`config.mk`:
```
export PLATFORM = sky130hd
export DESIGN_NAME = keypad_combination_lock_fsm_core
export DESIGN_NICKNAME = d
export VERILOG_FILES = /design/src/design/kcl_pkg.sv /design/src/design/keypad_combination_lock_fsm_core.sv
export SDC_FILE = /design/constraint.sdc
export NUM_CORES = 1
export LEC_CHECK = 0
export BUFFER_PORTS_ARGS = -buffer_cell sky130_fd_sc_hd__buf_2
export CAP_MARGIN = 20
export CORE_ASPECT_RATIO = 0.6
export CORE_MARGIN = 2
export CORE_UTILIZATION = 40
export DETAILED_ROUTE_END_ITERATION = 10
export GPL_TIMING_DRIVEN = 0
export PLACE_DENSITY = 0.7
export SYNTH_ARGS = -nofsm -noshare
export SYNTH_HDL_FRONTEND = slang
export SYNTH_SLANG_ARGS = --single-unit
```
`constraint.sdc`:
```
create_clock -name clk_i -period 2.45 [get_ports clk_i]
set_input_delay 0.245 -clock clk_i [delete_from_list [all_inputs] [get_ports clk_i]]
set_output_delay 0.245 -clock clk_i [all_outputs]
set_load 0.01 [all_outputs]
```
`src/design/kcl_pkg.sv`:
```
// Package for the keypad combination lock core.
// Holds mode encoding, key codes, result codes and register indexes.
// No dependencies.
package kcl_pkg;

  localparam int unsigned CODE_LENGTH = 4;
  localparam int unsigned KEY_W       = 8;
  localparam int unsigned DIGIT_W     = 2;
  localparam int unsigned ATT_W       = 3;
  localparam int unsigned CODE_W      = CODE_LENGTH * KEY_W;

  typedef enum logic [2:0] {
    MODE_MENU     = 3'd0,
    MODE_ENTRY    = 3'd1,
    MODE_UNLOCKED = 3'd2,
    MODE_LOCKOUT  = 3'd3,
    MODE_REMOTE   = 3'd4
  } mode_e;

  typedef enum logic [1:0] {
    LATCH_NONE = 2'd0,
    LATCH_OPEN = 2'd1,
    LATCH_LOCK = 2'd2
  } latch_e;

  typedef enum logic [2:0] {
    ST_IGNORED = 3'd0,
    ST_PROMPT  = 3'd1,
    ST_DIGIT   = 3'd2,
    ST_WELCOME = 3'd3,
    ST_WRONG   = 3'd4,
    ST_LOCKED  = 3'd5,
    ST_LOCKOUT = 3'd6,
    ST_WAITING = 3'd7
  } status_e;

  // Event source carried in tuser
  localparam logic SRC_KEYPAD = 1'b0;
  localparam logic SRC_SERIAL = 1'b1;

  // Register indexes on the configuration port
  localparam logic CFG_PASSWORD = 1'b0;
  localparam logic CFG_MAX_ATT  = 1'b1;

  // Key codes (ASCII)
  localparam logic [KEY_W-1:0] KEY_NONE  = 8'h00;
  localparam logic [KEY_W-1:0] KEY_ONE   = 8'h31;
  localparam logic [KEY_W-1:0] KEY_TWO   = 8'h32;
  localparam logic [KEY_W-1:0] KEY_C     = 8'h43;
  localparam logic [KEY_W-1:0] KEY_EQUAL = 8'h3D;
  localparam logic [KEY_W-1:0] KEY_L     = 8'h4C;
  localparam logic [KEY_W-1:0] KEY_U     = 8'h55;

  // Register reset values
  localparam logic [CODE_W-1:0] PASSWORD_RST = 32'h3132_3334;
  localparam logic [ATT_W-1:0]  MAX_ATT_RST  = 3'd3;

endpackage

```
`src/design/keypad_combination_lock_fsm_core.sv`:
```
// Top level of the keypad combination lock core.
// Takes keypad and serial events, drives latch commands and status items.
// Depends on kcl_pkg.
//
// The core accepts one event item per clock while the result side is not
// stalled and returns exactly one result item per event, in order. An
// accepted event is held in an input register; the mode machine then
// evaluates it and writes the result register, updating its own state at
// the same edge. With the output side always ready, an item enters every
// cycle; its result passes from the input register into the result
// register, from which it can be taken. When the output stalls, the input
// register still takes one more item, so both registers fill before
// s_axis_tready drops. The four entered keys are compared in parallel with
// password_q when the fourth key arrives. Configuration writes are taken in
// any cycle (cfg_ready_o is tied high) but must only be issued while no
// item is in flight; a new max_attempts value takes effect at the next
// relock or lockout exit. Keys collected during entry have no reset value
// and the first three are compared only once written in the current entry.
module keypad_combination_lock_fsm_core (
  input  logic                       clk_i,
  input  logic                       rst_ni,
  // event stream
  input  logic                       s_axis_tvalid,
  output logic                       s_axis_tready,
  input  logic [7:0]                 s_axis_tdata,   // [7:0] key_code
  input  logic                       s_axis_tuser,   // [0] op (1 = serial byte)
  // result stream
  output logic                       m_axis_tvalid,
  input  logic                       m_axis_tready,
  // [1:0] latch_cmd, [4:2] status, [7:5] attempts_left
  output logic [7:0]                 m_axis_tdata,
  // configuration writes
  input  logic                       cfg_valid_i,
  output logic                       cfg_ready_o,
  input  logic                       cfg_index_i,
  input  logic [kcl_pkg::CODE_W-1:0] cfg_data_i
);

  // Configuration registers
  logic [kcl_pkg::CODE_W-1:0] password_q;
  logic [kcl_pkg::ATT_W-1:0]  max_att_q;

  // Input register
  logic                      in_valid_q;
  logic                      in_op_q;
  logic [kcl_pkg::KEY_W-1:0] in_key_q;

  // Mode machine state
  kcl_pkg::mode_e              mode_q, mode_d;
  logic [kcl_pkg::DIGIT_W-1:0] digit_q, digit_d;
  logic [kcl_pkg::ATT_W-1:0]   att_q, att_d;
  logic                        remote_q, remote_d;
  logic [kcl_pkg::KEY_W-1:0]   keys_q [kcl_pkg::CODE_LENGTH];
  logic                        key_wr;

  // Result register
  logic                       out_valid_q;
  kcl_pkg::latch_e            out_latch_q, latch_c;
  kcl_pkg::status_e           out_status_q, status_c;
  logic [kcl_pkg::ATT_W-1:0]  out_att_q;

  logic                       out_free;
  logic                       adv;
  logic                       keypad;
  logic                       serial;
  logic                       last_digit;
  logic                       code_match;
  logic [kcl_pkg::ATT_W-1:0]  att_dec;

  // Handshake: move the held item into the result register when it is free
  assign out_free      = !out_valid_q || m_axis_tready;
  assign adv           = in_valid_q && out_free;
  assign s_axis_tready = !in_valid_q || out_free;
  assign cfg_ready_o   = 1'b1;

  assign m_axis_tvalid = out_valid_q;
  assign m_axis_tdata  = {out_att_q, out_status_q, out_latch_q};

  // Event decode
  assign keypad     = (in_op_q == kcl_pkg::SRC_KEYPAD);
  assign serial     = (in_op_q == kcl_pkg::SRC_SERIAL);
  assign last_digit = (digit_q == kcl_pkg::DIGIT_W'(kcl_pkg::CODE_LENGTH - 1));

  // The fourth key is the one in the input register; compare it directly
  assign code_match = (keys_q[0] == password_q[31:24]) &&
                      (keys_q[1] == password_q[23:16]) &&
                      (keys_q[2] == password_q[15:8])  &&
                      (in_key_q  == password_q[7:0]);

  // Spend one attempt, saturating at zero
  assign att_dec = (att_q != '0) ? att_q - kcl_pkg::ATT_W'(1) : '0;

  // Next state
  always_comb begin
    mode_d   = mode_q;
    digit_d  = digit_q;
    att_d    = att_q;
    remote_d = remote_q;
    key_wr   = 1'b0;
    case (mode_q)
      kcl_pkg::MODE_MENU: begin
        if (keypad && in_key_q == kcl_pkg::KEY_ONE) begin
          digit_d = '0;
          mode_d  = (att_q == '0) ? kcl_pkg::MODE_LOCKOUT : kcl_pkg::MODE_ENTRY;
        end else if (keypad && in_key_q == kcl_pkg::KEY_TWO) begin
          mode_d   = kcl_pkg::MODE_REMOTE;
          remote_d = 1'b0;
        end
      end
      kcl_pkg::MODE_ENTRY: begin
        if (keypad && in_key_q != kcl_pkg::KEY_NONE) begin
          key_wr = 1'b1;
          if (!last_digit) begin
            digit_d = digit_q + kcl_pkg::DIGIT_W'(1);
          end else begin
            digit_d = '0;
            if (code_match) begin
              mode_d = kcl_pkg::MODE_UNLOCKED;
            end else begin
              att_d = att_dec;
              if (att_dec == '0) begin
                mode_d = kcl_pkg::MODE_LOCKOUT;
              end
            end
          end
        end
      end
      kcl_pkg::MODE_UNLOCKED: begin
        if (keypad && in_key_q == kcl_pkg::KEY_C) begin
          mode_d = kcl_pkg::MODE_MENU;
          att_d  = max_att_q;
        end
      end
      kcl_pkg::MODE_LOCKOUT: begin
        if (keypad && in_key_q == kcl_pkg::KEY_EQUAL) begin
          mode_d = kcl_pkg::MODE_MENU;
          att_d  = max_att_q;
        end
      end
      kcl_pkg::MODE_REMOTE: begin
        if (serial && in_key_q == kcl_pkg::KEY_U) begin
          remote_d = 1'b1;
        end else if (serial && in_key_q == kcl_pkg::KEY_L && remote_q) begin
          remote_d = 1'b0;
          mode_d   = kcl_pkg::MODE_MENU;
        end
      end
      default: begin
        mode_d = kcl_pkg::MODE_MENU;
      end
    endcase
  end

  // Result codes for the held item
  always_comb begin
    latch_c  = kcl_pkg::LATCH_NONE;
    status_c = kcl_pkg::ST_IGNORED;
    case (mode_q)
      kcl_pkg::MODE_MENU: begin
        if (keypad && in_key_q == kcl_pkg::KEY_ONE) begin
          status_c = (att_q == '0) ? kcl_pkg::ST_LOCKOUT : kcl_pkg::ST_PROMPT;
        end else if (keypad && in_key_q == kcl_pkg::KEY_TWO) begin
          status_c = kcl_pkg::ST_WAITING;
        end
      end
      kcl_pkg::MODE_ENTRY: begin
        if (keypad && in_key_q != kcl_pkg::KEY_NONE) begin
          if (!last_digit) begin
            status_c = kcl_pkg::ST_DIGIT;
          end else if (code_match) begin
            latch_c  = kcl_pkg::LATCH_OPEN;
            status_c = kcl_pkg::ST_WELCOME;
          end else begin
            status_c = (att_dec == '0) ? kcl_pkg::ST_LOCKOUT : kcl_pkg::ST_WRONG;
          end
        end
      end
      kcl_pkg::MODE_UNLOCKED: begin
        if (keypad && in_key_q == kcl_pkg::KEY_C) begin
          latch_c  = kcl_pkg::LATCH_LOCK;
          status_c = kcl_pkg::ST_LOCKED;
        end
      end
      kcl_pkg::MODE_LOCKOUT: begin
        if (keypad && in_key_q == kcl_pkg::KEY_EQUAL) begin
          status_c = kcl_pkg::ST_LOCKED;
        end
      end
      kcl_pkg::MODE_REMOTE: begin
        if (serial && in_key_q == kcl_pkg::KEY_U) begin
          latch_c  = kcl_pkg::LATCH_OPEN;
          status_c = kcl_pkg::ST_WELCOME;
        end else if (serial && in_key_q == kcl_pkg::KEY_L && remote_q) begin
          latch_c  = kcl_pkg::LATCH_LOCK;
          status_c = kcl_pkg::ST_LOCKED;
        end
      end
      default: begin
        latch_c  = kcl_pkg::LATCH_NONE;
        status_c = kcl_pkg::ST_IGNORED;
      end
    endcase
  end

  // Configuration registers
  always_ff @(posedge clk_i or negedge rst_ni) begin
    if (!rst_ni) begin
      password_q <= kcl_pkg::PASSWORD_RST;
      max_att_q  <= kcl_pkg::MAX_ATT_RST;
    end else if (cfg_valid_i && cfg_ready_o) begin
      case (cfg_index_i)
        kcl_pkg::CFG_PASSWORD: password_q <= cfg_data_i;
        kcl_pkg::CFG_MAX_ATT:  max_att_q  <= cfg_data_i[kcl_pkg::ATT_W-1:0];
        default: ;
      endcase
    end
  end

  // Input register: load on accept, drop when the item advances
  always_ff @(posedge clk_i or negedge rst_ni) begin
    if (!rst_ni) begin
      in_valid_q <= 1'b0;
    end else if (s_axis_tready) begin
      in_valid_q <= s_axis_tvalid;
    end
  end

  always_ff @(posedge clk_i) begin
    if (s_axis_tvalid && s_axis_tready) begin
      in_op_q  <= s_axis_tuser;
      in_key_q <= s_axis_tdata;
    end
  end

  // Mode machine state: advance with each evaluated item
  always_ff @(posedge clk_i or negedge rst_ni) begin
    if (!rst_ni) begin
      mode_q   <= kcl_pkg::MODE_MENU;
      digit_q  <= '0;
      att_q    <= kcl_pkg::MAX_ATT_RST;
      remote_q <= 1'b0;
    end else if (adv) begin
      mode_q   <= mode_d;
      digit_q  <= digit_d;
      att_q    <= att_d;
      remote_q <= remote_d;
    end
  end

  // Entered keys, no reset
  always_ff @(posedge clk_i) begin
    if (adv && key_wr) begin
      keys_q[digit_q] <= in_key_q;
    end
  end

  // Result register
  always_ff @(posedge clk_i or negedge rst_ni) begin
    if (!rst_ni) begin
      out_valid_q <= 1'b0;
    end else if (out_free) begin
      out_valid_q <= in_valid_q;
    end
  end

  always_ff @(posedge clk_i) begin
    if (adv) begin
      out_latch_q  <= latch_c;
      out_status_q <= status_c;
      out_att_q    <= att_d;
    end
  end

  // Lockout is only reached with no attempts left
  a_lockout_no_attempts: assert property (@(posedge clk_i) disable iff (!rst_ni)
    (mode_q == kcl_pkg::MODE_LOCKOUT) |-> (att_q == '0))
    else $error("lockout with attempts remaining");

  // Digit count is cleared whenever entry is not in progress
  a_digit_idle: assert property (@(posedge clk_i) disable iff (!rst_ni)
    (mode_q != kcl_pkg::MODE_ENTRY) |-> (digit_q == '0))
    else $error("digit count nonzero outside entry");

  // Remote unlock flag lives only inside a remote session
  a_remote_scope: assert property (@(posedge clk_i) disable iff (!rst_ni)
    remote_q |-> (mode_q == kcl_pkg::MODE_REMOTE))
    else $error("remote flag set outside remote mode");

  // A held item waits in the input register while the result side is blocked
  a_hold_input: assert property (@(posedge clk_i) disable iff (!rst_ni)
    (in_valid_q && !out_free) |=> (in_valid_q && $stable(in_key_q) && $stable(mode_q)))
    else $error("held item lost or state moved during stall");

endmodule
```
# Word level (Yosys, flattened, before mapping)
# Memories as Yosys holds them, arrays and structs flattened.
# Index checks and enable logic that the tools add are counted.
# op_classes
bitwise	2
add_sub_neg	2
n_reduce_logical	30
muxes	51
n_eq_ne	27
# op_table
cell	count
3-bit two-way mux	26
8-bit == test	4
3-bit case mux with 5 select lines	2
8-bit by 6-bit == test with 1-bit output (second input constant)	3
8-bit by 7-bit == test with 1-bit output (second input constant)	3
2-bit inequality test (second input constant)	9
2-bit two-way mux	8
1-bit logical AND	14
1-bit two-way mux	11
3-bit logical NOT	3
3-bit inequality test (second input constant)	3
3-bit case mux with 3 select lines	1
9-bit AND reduction	1
8-bit nonzero test	1
3-bit by 2-bit == test with 1-bit output (second input constant)	2
2-bit case mux with 3 select lines	1
5-bit AND reduction	1
2-bit case mux with 2 select lines	1
2-bit AND reduction	2
4-bit AND reduction	1
2-bit nonzero test	2
3-bit by 1-bit == test with 1-bit output (second input constant)	1
3-bit == test (second input constant)	1
3-bit nonzero test	1
other kinds (7)	10
# totals
memories	1
mem_bits_rw	32
in_bits	47
ff_bits	63
# mem_list
memory	words	width	rd	rd_clocked_by_memory_dff	write_ports	line	text
keys_q	4	8	3	0	1	keypad_combination_lock_fsm_core.sv:53	logic [kcl_pkg::KEY_W-1:0] keys_q [kcl_pkg::CODE_LENGTH];

# Depth between registers and ports, before layout
# An unclocked memory read counts as a cell.
# logic_depth
word_depth	9
depth_mapped	8

# Worst setup path after synthesis
# Ideal clock, no wire load.
# synth_path
path_kind	register to register
from	reg in_key_q[4] (netlist name)
to	reg out_att_q[1] (netlist name) (data pin)
slack_ns	0.355
arrival_time_ns	1.834
setup_ns	0.261
path_stages_with_launch	7
cell_sequence	edfxtp_1 > or4bb_1 > nor3_2 > o21a_1 > nor2b_1 > o2bb2ai_1 > a221o_1
# synth_via
elab_chain_len	6
elab_cells_between_ends	14
cone_classes	eq/ne: 3; mux: 6; reduce/logical: 5
# synth_rtl
element	line	text
start, declared	keypad_combination_lock_fsm_core.sv:46	logic [kcl_pkg::KEY_W-1:0] in_key_q;
start signal, assigned	keypad_combination_lock_fsm_core.sv:231	in_key_q <= s_axis_tdata;
8-bit == test	keypad_combination_lock_fsm_core.sv:88	(in_key_q == password_q[7:0]);
1-bit logical AND	keypad_combination_lock_fsm_core.sv:87	(keys_q[2] == password_q[15:8]) &&
3-bit two-way mux	keypad_combination_lock_fsm_core.sv:117	if (code_match) begin
3-bit two-way mux	keypad_combination_lock_fsm_core.sv:113	if (!last_digit) begin
3-bit two-way mux	keypad_combination_lock_fsm_core.sv:111	if (keypad && in_key_q != kcl_pkg::KEY_NONE) begin
3-bit case mux with 3 select lines (*)	keypad_combination_lock_fsm_core.sv:100	case (mode_q)
named net att_d, one bit	keypad_combination_lock_fsm_core.sv:51	logic [kcl_pkg::ATT_W-1:0] att_q, att_d;
end signal, assigned	keypad_combination_lock_fsm_core.sv:270	out_att_q <= att_d;
end, declared	keypad_combination_lock_fsm_core.sv:60	logic [kcl_pkg::ATT_W-1:0] out_att_q;
# Mark *: on every way through the listed nets, which the timed path passes. The rest lies on a longest branch.
# A chain may end at the register's enable or synchronous reset.

# Worst setup path in the final report
# layout_path
from	reg in_key_q[5] (netlist name)
to	reg out_att_q[1] (netlist name) (data pin)
# The elaborated chain is that of the path after synthesis.

==> impl_metrics.py <==
metrics = {
    "critical_path": {
        "cp-end-kind": "register",
        "crit_fanout": 8,
        "critical_path.top_delay_family": "simple AND/OR/NAND/NOR gates",
        "cp_cell_sequence": "xor2_1 -> nor4_2 -> nand4_1 -> buf_4 -> nor2_2 -> o2bb2ai_1 -> a221o_1",
        "required_ns": 2.55,
        "critPathSlowestCell": "edfxtp_1",
        "cp.depth": 7,
        "max_stage_delay_ns": 0.56,
        "worstPathArrival_ns": 2.45,
        "r2r_cells": 7,
        "reg2reg_from": "in_key_q[5]",
        "r2r_setup_slack_ns": 0.1,
        "start_kind": "register",
        "r2r_end": "out_att_q[1]",
        "crit_buf_inv": 1,
        "path_class": "register to register",
    },
    "layout": {
        "nets": 437,
        "area_growth_pct": 20.3,
        "final_core_util_pct": 49.9,
        "drive_gt1_share_pct": 39.6,
        "design_area_um2": 4960,
        "antenna_cells": 0,
    },
    "cts": {
        "insertion_delay_ns": 0.35,
        "cts_tree": "done",
        "clk_path_buf_depth": 2,
        "numCtsBuffers": 9,
        "clock-sinks": 87,
        "root_buffer": "clkbuf_16",
        "htreeDepth": 3,
        "clk_pin_slew_ns": 0.06,
    },
    "synthesis": {
        "yosysWarnings": 0,
        "synth_top_cell_by_area": "edfxtp_1",
        "syn_inst": 313,
        "synth_seq_cells": 87,
        "synth_edf_count": 41,
        "synth_top_area_share_pct": 29.9,
        "syn-cell-area_um2": 4120,
        "synthDistinctLibCells": 57,
        "yosysMostFrequentCell": "edfxtp_1",
        "syn_area_per_cell_um2": 13.2,
        "syn-num-nets": 366,
        "synth_common_cells": "41 x edfxtp_1, 38 x mux2_2, 32 x xor2_1",
        "ys.flop_type": "edfxtp_1",
        "synth.area.top_cells": "edfxtp_1 30%, dfrtp_1 18%, dfstp_2 11%",
        "synth_async_sr_flop_share_pct": 52.9,
        "ys_seq_area_share_pct": 58.3,
    },
    "floorplan": {
        "die_area_um2": 11200,
        "dieWidth_um": 135,
        "die_y_um": 82.6,
        "initial_core_util_pct": 41.4,
        "io_pins": 58,
        "std_cell_rows": 28,
        "core_um2": 9950,
    },
    "worst_hold_path": {
        "hold_path_end": "in_key_q[3]",
        "hold_path_depth": 1,
        "hold_path_startpoint": "s_axis_tdata[3]",
        "worstHoldPathType": "input port to register",
    },
    "power_and_ir_drop": {
        "vdd_ir_drop_max_mv": 0.367,
        "power.total_mw": 3.83,
        "p_per_area_nw_per_um2": 771,
        "p_leak_nw": 1.93,
    },
    "timing": {
        "period_share_pct": 96.0,
        "setup_violations": 0,
        "finalCriticalPeriod_ns": 2.35,
        "maxSlewHeadroom_pct": 52.8,
        "hold_ws_ns": 0.0748,
        "finClkSkew_ns": 0.00737,
        "finalHoldViolCount": 0,
        "tightest_slew_ns": 0.708,
        "fin_ws_ns": 0.0975,
        "slew_violations": 0,
        "fmaxAchievable_mhz": 425,
    },
    "placement": {
        "dp_hpwl_mm": 6.69,
        "portBuffers": 56,
        "preCtsSetupSlack_ns": -0.140,
        "place.gp.congestion": 0.866,
        "placed_area_um2": 4570,
    },
    "run": {
        "maxCapViolCount": 0,
    },
    "detailed_routing": {
        "final_antenna_net_count": 0,
        "drc_errors": 0,
        "finalWirelength_mm": 9.04,
        "post_drt_via_cell_ratio": 5.23,
        "drt_iter0_markers": 226,
        "vias": 2738,
        "wl_per_cell_um": 17.3,
        "first_pass_iters": 4,
    },
    "global_routing": {
        "overflow": 0,
        "grtUsageTotal_pct": 17.9,
        "grt_max_degree": 47,
        "grt_pass1_wl_mm": 14.6,
        "antenna_found_initial": 0,
        "grt_pass1_vias": 2783,
    },
    "run_status": {
        "status": "finished clean",
    },
}
[cell type report]
type | instances | area (µm²)
sequential | 87 | 2400
clock inverter | 5 | 56.3
clock buffer | 11 | 243
timing repair buffer | 60 | 325
fill | 906 | 4990
tap | 135 | 169
buffer | 11 | 53.8
multi-input combinational | 209 | 1690
inverter | 6 | 22.5
[metal layers]
layer,up-vias,wire length [µm],global-route usage (%)
li1,1303,-,-
met1,1337,4570,24.9
met4,0,135,5.31
met3,14,700,6.72
met2,84,3630,26.0
met5,-,0,0
[cell usage in the layout (no fill, tap or decap), types with 7 or more instances in the layout]
cell / n
xor2_1: 32
buf_2: 57
dfstp_2: 17
clkbuf_16: 9
o21ai_0: 10
nor2_1: 15
dfrtp_1: 29
mux2_2: 38
nand2_1: 9
nor3_1: 7
nor4_1: 8
edfxtp_1: 41
[power by group]
part           total [mW]  internal, mW  leakage, nW  switching (mW)
Combinational       0.599         0.294        0.876           0.304
Clock                1.37         0.817        0.146           0.556
Sequential           1.85          1.71        0.910           0.143
Total                3.83          2.82         1.93            1.00
[metrics by stage]
step / setup TNS (ns) / std cells
after floorplan: 0 / 313
after global placement: -0.125 / 504
after detailed placement: -0.505 / 504
after CTS: -0.0222 / 520
after global routing: -0.00145 / 524
final: 0 / 524
[logic make-up (layout without fill, tap and decap cells)]
| logic type | after synthesis | after routing | synth area share (%) |
|---|---|---|---|
| AO/OA/AOI/OAI | 40 | 40 | 6.89 |
| XOR/XNOR | 33 | 33 | 7.01 |
| adder cells (fa/ha/maj) | 6 | 6 | 1.82 |
| buffers and inverters | 17 | 93 | 1.85 |
| flip-flops | 87 | 87 | 58.3 |
| multiplexers | 39 | 39 | 10.6 |
| other | 1 | 1 | 0.0910 |
| AND/OR/NAND/NOR | 90 | 90 | 13.4 |
[registers in the layout (all words and copies together) (netlist names)]
signal,count
in_key_q,8
max_att_q,3
remote_q,1
out_att_q,3
digit_q,2
m_axis_tvalid,1
in_op_q,1
in_valid_q,1
out_latch_q,2
password_q,32
out_status_q,3
keys_q,24
mode_q,3
att_q,3
[worst max-delay path by stage]
| stage | end | startpoint | slack, ns |
|---|---|---|---|
| 6_report | out_att_q[1] | in_key_q[5] | 0.1 |
| 5_1_grt | out_att_q[1] | in_key_q[7] | -0.0008 |
| 4_1_cts | out_att_q[0] | in_key_q[0] | -0.02 |
| 3_5_place_dp | out_att_q[0] | in_key_q[5] | -0.14 |
| 3_3_place_gp | out_att_q[0] | in_key_q[5] | -0.08 |
| 2_1_floorplan | out_att_q[1] | in_key_q[4] | 0.35 |
[timing repair]
action / 4_1_cts / 5_1_grt
buffers inserted: 0 / 2
resized for setup: 1 / 7
pin swaps: 0 / 3
endpoints found under the hold margin: 0 / 10
hold buffers: 0 / 1
endpoints found under the setup margin: 6 / 10
(Power assumes the default switching activity.)
